$ cat src/design/mlm_pkg.sv
`default_nettype none
// ----------------------------------------------------------------------------
// mlm_pkg: shared types and constants for the multipass lock manager
// Word formats for the command and result channels, mode codes and defaults.
// ----------------------------------------------------------------------------
package mlm_pkg;

	// parameter defaults
	localparam int LOCK_COUNT_DEF = 32;
	localparam int MAX_PASSES_DEF = 8;
	localparam int ID_BITS_DEF    = 32;

	// field widths fixed by the word formats
	localparam int MASK_W  = 32;
	localparam int ID_W    = 32;
	localparam int PIDX_W  = 3;
	localparam int PCNT_W  = 4;
	localparam int MODE_W  = 2;

	// smallest pass count that takes the whole-pipe holder
	localparam logic [PCNT_W-1:0] MULTI_PASS_MIN = PCNT_W'(2);

	// lock modes; the unused code behaves as acquire with undo
	localparam logic [MODE_W-1:0] MODE_HOLDER = 2'd0;
	localparam logic [MODE_W-1:0] MODE_CHECK  = 2'd1;
	localparam logic [MODE_W-1:0] MODE_UNDO   = 2'd2;
	localparam logic [MODE_W-1:0] MODE_RESET  = MODE_UNDO;

	// command word
	typedef struct packed {
		logic [ID_W-1:0]   txn_id;
		logic [PIDX_W-1:0] pass_index;
		logic [PCNT_W-1:0] pass_count;
		logic [MASK_W-1:0] check_mask;
		logic [MASK_W-1:0] wanted_mask;
		logic [MASK_W-1:0] undo_in;
	} item_word_t;

	// result word
	typedef struct packed {
		logic              granted;
		logic [MASK_W-1:0] undo_out;
		logic              fail_increment;
		logic              consistency_error;
	} result_word_t;

endpackage : mlm_pkg
`default_nettype wire

$ cat src/design/mlm_decide.sv
`default_nettype none
// ----------------------------------------------------------------------------
// mlm_decide: lock decision for one pass
// Computes the result word and the next lock and holder state from the
// registered pass and the current state.
// ----------------------------------------------------------------------------
module mlm_decide #(
	parameter int LW         = 32,
	parameter int IW         = 32,
	parameter int MAX_PASSES = 8
) (
	input  wire logic [1:0]          mode,
	input  wire mlm_pkg::item_word_t item,
	input  wire logic [LW-1:0]       held,
	input  wire logic                holder_valid,
	input  wire logic [IW-1:0]       holder_id,
	output mlm_pkg::result_word_t    result,
	output logic [LW-1:0]            held_next,
	output logic                     holder_valid_next,
	output logic [IW-1:0]            holder_id_next
);
	import mlm_pkg::*;

	logic [LW-1:0]     chk;
	logic [LW-1:0]     want;
	logic [LW-1:0]     undo;
	logic [IW-1:0]     id;
	logic              pass_last;
	logic              pass_first;

	assign chk  = item.check_mask[LW-1:0];
	assign want = item.wanted_mask[LW-1:0];
	assign undo = item.undo_in[LW-1:0];
	assign id   = item.txn_id[IW-1:0];

	// last pass only for a pass count within range
	assign pass_last = (32'(item.pass_count) <= 32'(MAX_PASSES)) &&
		((PCNT_W'(item.pass_index) + PCNT_W'(1)) == item.pass_count);
	assign pass_first = (item.pass_index == '0);

	// decision
	always_comb begin
		result.granted           = 1'b1;
		result.undo_out          = item.undo_in;
		result.fail_increment    = 1'b0;
		result.consistency_error = 1'b0;
		held_next                = held;
		holder_valid_next        = holder_valid;
		holder_id_next           = holder_id;
		case (mode)
			MODE_HOLDER: begin
				if (!holder_valid) begin
					if (item.pass_count >= MULTI_PASS_MIN) begin
						holder_valid_next = 1'b1;
						holder_id_next    = id;
					end
				end else if (holder_id == id) begin
					if (pass_last) holder_valid_next = 1'b0;
				end else begin
					result.granted = 1'b0;
				end
			end
			MODE_CHECK: begin
				if (pass_first) begin
					if ((held & chk) == '0) begin
						result.consistency_error = ((held & want) != '0);
						held_next = held | want;
					end else begin
						result.granted = 1'b0;
					end
				end else if (pass_last) begin
					result.consistency_error = ((held & want) != want);
					held_next = held ^ want;
				end
			end
			default: begin
				if (pass_first) begin
					if (undo == '0) begin
						held_next = held | want;
						if ((held & chk) == '0) begin
							result.consistency_error = ((held & want) != '0);
						end else begin
							result.undo_out       = MASK_W'(~held & want);
							result.fail_increment = 1'b1;
							result.granted        = 1'b0;
						end
					end else begin
						// recirculated pass clears what a failed attempt set
						result.consistency_error = ((held & undo) != undo);
						held_next       = held ^ undo;
						result.undo_out = '0;
						result.granted  = 1'b0;
					end
				end else if (pass_last) begin
					result.consistency_error = ((held & want) != want);
					held_next = held ^ want;
				end
			end
		endcase
	end

endmodule : mlm_decide
`default_nettype wire

$ cat src/design/multipass_lock_manager_core.sv
`default_nettype none
// ----------------------------------------------------------------------------
// multipass_lock_manager_core: lock table for multi-pass transactions
// Grants or recirculates each pass and keeps the held-lock and holder state.
// ----------------------------------------------------------------------------
// One pass is taken every cycle (busy stays low). A pass accepted at an edge
// is registered, decided against the lock state in the next cycle, and its
// result is registered and strobed on result_valid in the cycle after that.
// One pass is handled per cycle, a rate set by the single decision stage
// that reads and writes the lock state. The result is shown for exactly one
// cycle and cannot be held off. The user must write lock_mode through
// cfg_valid/cfg_ready only while no pass is in flight; the block does not enforce this.
module multipass_lock_manager_core #(
	parameter int LOCK_COUNT = mlm_pkg::LOCK_COUNT_DEF,
	parameter int MAX_PASSES = mlm_pkg::MAX_PASSES_DEF,
	parameter int ID_BITS    = mlm_pkg::ID_BITS_DEF
) (
	input  wire logic                  clk,
	input  wire logic                  arst_n,
	input  wire logic                  start,
	output logic                       busy,
	input  wire mlm_pkg::item_word_t   item,
	input  wire logic                  cfg_valid,
	output logic                       cfg_ready,
	input  wire logic [1:0]            cfg_data,
	output logic                       result_valid,
	output mlm_pkg::result_word_t      result
);
	import mlm_pkg::*;

	localparam int LW = (LOCK_COUNT < MASK_W) ? LOCK_COUNT : MASK_W;
	localparam int IW = (ID_BITS < ID_W) ? ID_BITS : ID_W;

	logic [MODE_W-1:0] mode_q;
	item_word_t        item_s1;
	logic              valid_s1;
	logic [LW-1:0]     held_q;
	logic              holder_valid_q;
	logic [IW-1:0]     holder_id_q;
	result_word_t      result_q;
	logic              result_valid_q;

	result_word_t      dec_result;
	logic [LW-1:0]     held_next;
	logic              holder_valid_next;
	logic [IW-1:0]     holder_id_next;

	assign busy         = 1'b0;
	assign cfg_ready    = 1'b1;
	assign result_valid = result_valid_q;
	assign result       = result_q;

	// mode register
	always_ff @(posedge clk or negedge arst_n) begin
		if (!arst_n) begin
			mode_q <= MODE_RESET;
		end else if (cfg_valid && cfg_ready) begin
			mode_q <= cfg_data;
		end
	end

	// input register
	always_ff @(posedge clk or negedge arst_n) begin
		if (!arst_n) begin
			valid_s1 <= 1'b0;
		end else begin
			valid_s1 <= start && !busy;
		end
	end

	always_ff @(posedge clk) begin
		if (start && !busy) item_s1 <= item;
	end

	mlm_decide #(
		.LW(LW),
		.IW(IW),
		.MAX_PASSES(MAX_PASSES)
	) u_decide (
		.mode(mode_q),
		.item(item_s1),
		.held(held_q),
		.holder_valid(holder_valid_q),
		.holder_id(holder_id_q),
		.result(dec_result),
		.held_next(held_next),
		.holder_valid_next(holder_valid_next),
		.holder_id_next(holder_id_next)
	);

	// lock state, updated once per decided pass
	always_ff @(posedge clk or negedge arst_n) begin
		if (!arst_n) begin
			held_q         <= '0;
			holder_valid_q <= 1'b0;
			holder_id_q    <= '0;
		end else if (valid_s1) begin
			held_q         <= held_next;
			holder_valid_q <= holder_valid_next;
			holder_id_q    <= holder_id_next;
		end
	end

	// result register, one-cycle strobe
	always_ff @(posedge clk or negedge arst_n) begin
		if (!arst_n) begin
			result_valid_q <= 1'b0;
		end else begin
			result_valid_q <= valid_s1;
		end
	end

	always_ff @(posedge clk) begin
		if (valid_s1) result_q <= dec_result;
	end

	// every registered pass yields a result in the next cycle
	a_result_follows: assert property (@(posedge clk) disable iff (!arst_n)
		valid_s1 |=> result_valid)
		else $error("registered pass produced no result");

	// lock state moves only when a pass is decided
	a_state_quiet: assert property (@(posedge clk) disable iff (!arst_n)
		!valid_s1 |=> ($stable(held_q) && $stable(holder_valid_q)))
		else $error("lock state changed with no pass");

	// a failed attempt never proceeds
	a_fail_recirc: assert property (@(posedge clk) disable iff (!arst_n)
		(result_valid && result.fail_increment) |-> !result.granted)
		else $error("failed attempt granted");

	// whole-pipe mode reports no failure and no inconsistency
	a_holder_flags: assert property (@(posedge clk) disable iff (!arst_n)
		(valid_s1 && mode_q == MODE_HOLDER) |=>
		(!result.fail_increment && !result.consistency_error))
		else $error("flags set in whole-pipe mode");

endmodule : multipass_lock_manager_core
`default_nettype wire
$ cat config.mk
export PLATFORM = sky130hd
export DESIGN_NAME = multipass_lock_manager_core
export DESIGN_NICKNAME = d
export VERILOG_FILES = /design/src/design/mlm_pkg.sv /design/src/design/mlm_decide.sv /design/src/design/multipass_lock_manager_core.sv
export SDC_FILE = /design/constraint.sdc
export NUM_CORES = 1
export LEC_CHECK = 0
export BUFFER_PORTS_ARGS = -buffer_cell sky130_fd_sc_hd__buf_2
export CAP_MARGIN = 40
export CORE_MARGIN = 2
export CORE_UTILIZATION = 55
export CTS_CLUSTER_SIZE = 14
export DETAILED_ROUTE_END_ITERATION = 10
export PLACE_DENSITY = 0.89
export SLEW_MARGIN = 20
export SYNTH_ARGS = -nofsm -noshare
export SYNTH_HDL_FRONTEND = slang
export SYNTH_SLANG_ARGS = --single-unit
$ cat constraint.sdc
create_clock -name clk -period 2.6 [get_ports clk]
set_clock_uncertainty 0.05 [all_clocks]
set_input_delay 0.13 -clock clk [delete_from_list [all_inputs] [get_ports clk]]
set_output_delay 0.13 -clock clk [all_outputs]
set_load 0.02 [all_outputs]
==> flow_metrics.py <==
metrics = {
    "synthesis": {
        "netlist-cell-type-count": 44,
        "synth_nets": 1055,
        "synth_edf_count": 170,
        "synth_warnings": 0,
        "synth_top_flop_cell": "edfxtp_1",
        "async_flop_share": 0.289,
        "ys_ff_latch": 239,
        "synth_area_per_cell_um2": 14.9,
        "synthesis.area_mm2": 0.0116,
        "synthCells": 783,
        "seq_area_frac_synth": 0.587,
    },
    "place": {
        "gp_congestion": 0.909,
        "io_buffers": 176,
        "hpwl_um": 19400,
        "dpl-instance-area_mm2": 0.0130,
    },
    "cts": {
        "clockRootBuffer": "clkbuf_16",
        "cts_tree": "built",
        "cts.sinks": 239,
        "h-tree-depth": 1,
        "cts_made_buffers": 25,
        "clock_path_buffers": 3,
        "clk_latency_ps": 530,
        "clk_pin_slew_ps": 70,
    },
    "timing": {
        "fmax_mhz": 389,
        "setup_violations": 0,
        "finalCritPeriodShare": 0.988,
        "drv_slew": 0,
        "max-slew-margin-rel": 0.501,
        "hold_viol_final": 0,
        "min_period_ps": 2570,
        "hold_slack_ps": 24.7,
        "worst_pin_slew_ps": 744,
    },
    "power_and_ir_drop": {
        "leakage_uw": 0.00682,
        "power_density_mw_per_mm2": 777,
        "vdd_drop_max_v": 0.000667,
    },
    "die": {
        "fp-row-count": 53,
        "core_area_mm2": 0.0209,
        "start_util": 0.557,
        "ios": 179,
        "design.die.area_mm2": 0.0223,
        "die_w_um": 149,
        "die_h_um": 149,
    },
    "worst_setup_path": {
        "path_class": "reg2reg",
        "crit_required_ps": 2940,
        "r2r-start": "item_s1[6]",
        "cp-start-kind": "flip-flop",
        "cp_max_fo": 29,
        "worstPathArrival_ps": 2910,
        "critPathLaunch": "item_s1[6]",
        "crit_path_end_kind": "flip-flop",
    },
    "global_route": {
        "grt_max_degree": 70,
        "grt_usage": 0.280,
        "grt_pass1_vias": 8705,
        "grt_pass1_wl_um": 47100,
        "grt_antenna_before_repair": 2,
        "gr-total-overflow": 0,
    },
    "route": {
        "drtIter0Drc": 581,
        "drc_errors": 0,
        "vias": 8108,
        "routed_wl_um": 31400,
        "viasPerCell": 5.75,
        "dr.pass1.iters": 5,
        "ant_nets": 0,
        "routedWlPerCell_um": 22.3,
    },
    "worst_hold_path": {
        "worstHoldStart": "start",
        "hold_path_class": "in2reg",
    },
    "run": {
        "cap_violations": 0,
    },
    "status": {
        "status": "finished clean",
    },
    "layout": {
        "syn_to_final_growth_pct": 31.2,
        "final_area_mm2": 0.0153,
        "drive_gt1_frac": 0.274,
        "postLayoutCoreUtil": 0.731,
        "layout.nets": 1386,
    },
}
==> path summary, 6_finish.rpt <==
check | slack [ps] | endpoint | cells past startpoint
max | 30 | result[30] | 6
min reg2reg | 470 | holder_id_q[2] | 1
min | 20 | item_s1[114] | 1
min in group asynchronous | 90 | held_q[3] | 3
max reg2reg | 30 | result[30] | 6
max in group asynchronous | 2020 | holder_id_q[18] | 3
==> placed cells by master, fill, tap and decap left out, drive strengths merged, types with 2 or more instances in the layout <==
cell and instances:
dlygate4sd3 139, bufinv 2, xnor2 2, a22oi 16
nor2 9, a2bb2oi 32, nand3 2, diode 2
and2 2, edfxtp 170, a41oi 2, a22o 32
clkbuf 38, nor4b 2, inv 69, nand4 12
o21ai 8, xor2 34, ha 131, buf 194
mux2 33, conb 2, nand2 9, and3 2
clkinv 3, nor3 5, dfrtp 68, nor4 40
and2b 30, nor2b 3, a221o 32
==> area by class of cell <==
cell class	count	area [µm²]
timing repair buffer	333	2550
antenna	2	5.00
fill	1265	5620
clock inverter	8	103
clock buffer	38	734
inverter	67	251
sequential	239	6830
tap	275	344
multi-input combinational	448	4440
==> cells in the mapped netlist (2+ instances only) <==
master	number	area [µm²]
inv_1	67	251
ha_1	131	1640
nor3_1	3	15.0
clkbuf_2	3	15.0
nor2b_1	3	18.8
xor2_1	34	298
and2b_1	30	225
nor4b_2	2	30.0
nand4_1	12	75.1
nand3_1	2	10.0
a22oi_1	16	120
mux2_2	33	372
buf_4	2	15.0
a221o_1	32	320
nand2_1	9	33.8
nor2_1	9	33.8
and2_1	2	12.5
nor4_1	40	250
dfrtp_1	68	1700
buf_6	3	33.8
a22o_1	32	280
a2bb2oi_2	30	450
and3_1	2	12.5
o21ai_2	2	17.5
edfxtp_1	170	5100
o21ai_0	6	30.0
conb_1	2	7.51
buf_2	13	65.1
xnor2_1	2	17.5
clkbuf_1	8	30.0
a2bb2oi_1	2	17.5
==> kinds of logic (layout without fill, tap and decap cells) <==
family / after synthesis / in the layout / share of synthesized area
flip-flops: 239 / 239 / 0.587
AO/OA/AOI/OAI: 127 / 127 / 0.111
other: 2 / 4 / 0.000645
adder cells (fa/ha/maj): 131 / 131 / 0.141
multiplexers: 33 / 33 / 0.0319
AND/OR/NAND/NOR: 119 / 119 / 0.0655
XOR/XNOR: 36 / 36 / 0.0271
buffers and inverters: 96 / 446 / 0.0353
==> sequential cells by signal (all words and copies together), names as in the netlist <==
| register | flops |
|---|---|
| mode_q | 2 |
| holder_valid_q | 1 |
| result_valid | 1 |
| item_s1 | 135 |
| valid_s1 | 1 |
| result | 35 |
| held_q | 32 |
| holder_id_q | 32 |
==> stage by stage <==
stage / setup TNS [ps] / total power (µW) / worst slack [ps] / std cells
6_report: 0 / 11900 / 31.4 / 1410
5_1_grt: -51.4 / 12400 / -14.2 / 1410
4_1_cts: 0 / 11800 / 116 / 1408
3_5_place_dp: 0 / 7960 / 114 / 1223
3_3_place_gp: 0 / 7760 / 171 / 1222
2_1_floorplan: 0 / 6930 / 264 / 783
==> metal layers <==
metal	GRT usage	vias up	wire (µm)
met5	0	-	0
met2	0.494	419	15900
met4	0.138	0	1730
met1	0.328	3961	11400
met3	0.0530	109	2460
li1	-	3619	-
==> critical path, stage by stage (launching register included) <==
cell and delay, ps:
edfxtp_1 510, nor4_2 420, nand4_1 310, or2_2 410, o21ai_2 280, buf_12 240, a22o_1 180
==> power by group <==
group          total (µW)  switching [µW]  internal (µW)
sequential           5340             660           4680
clock                3670            1520           2160
combinational        2850            1400           1450
total               11900            3580           8280
==> timing repair <==
| action | 4_1_cts | 5_1_grt |
|---|---|---|
| endpoints found under the hold margin | 206 | 0 |
| gates resized for setup | 0 | 4 |
| hold buffers | 139 | 0 |
| buffers inserted | 0 | 0 |
| endpoints found under the setup margin | 0 | 62 |
No activity file was read; power rests on OpenSTA's default activity.
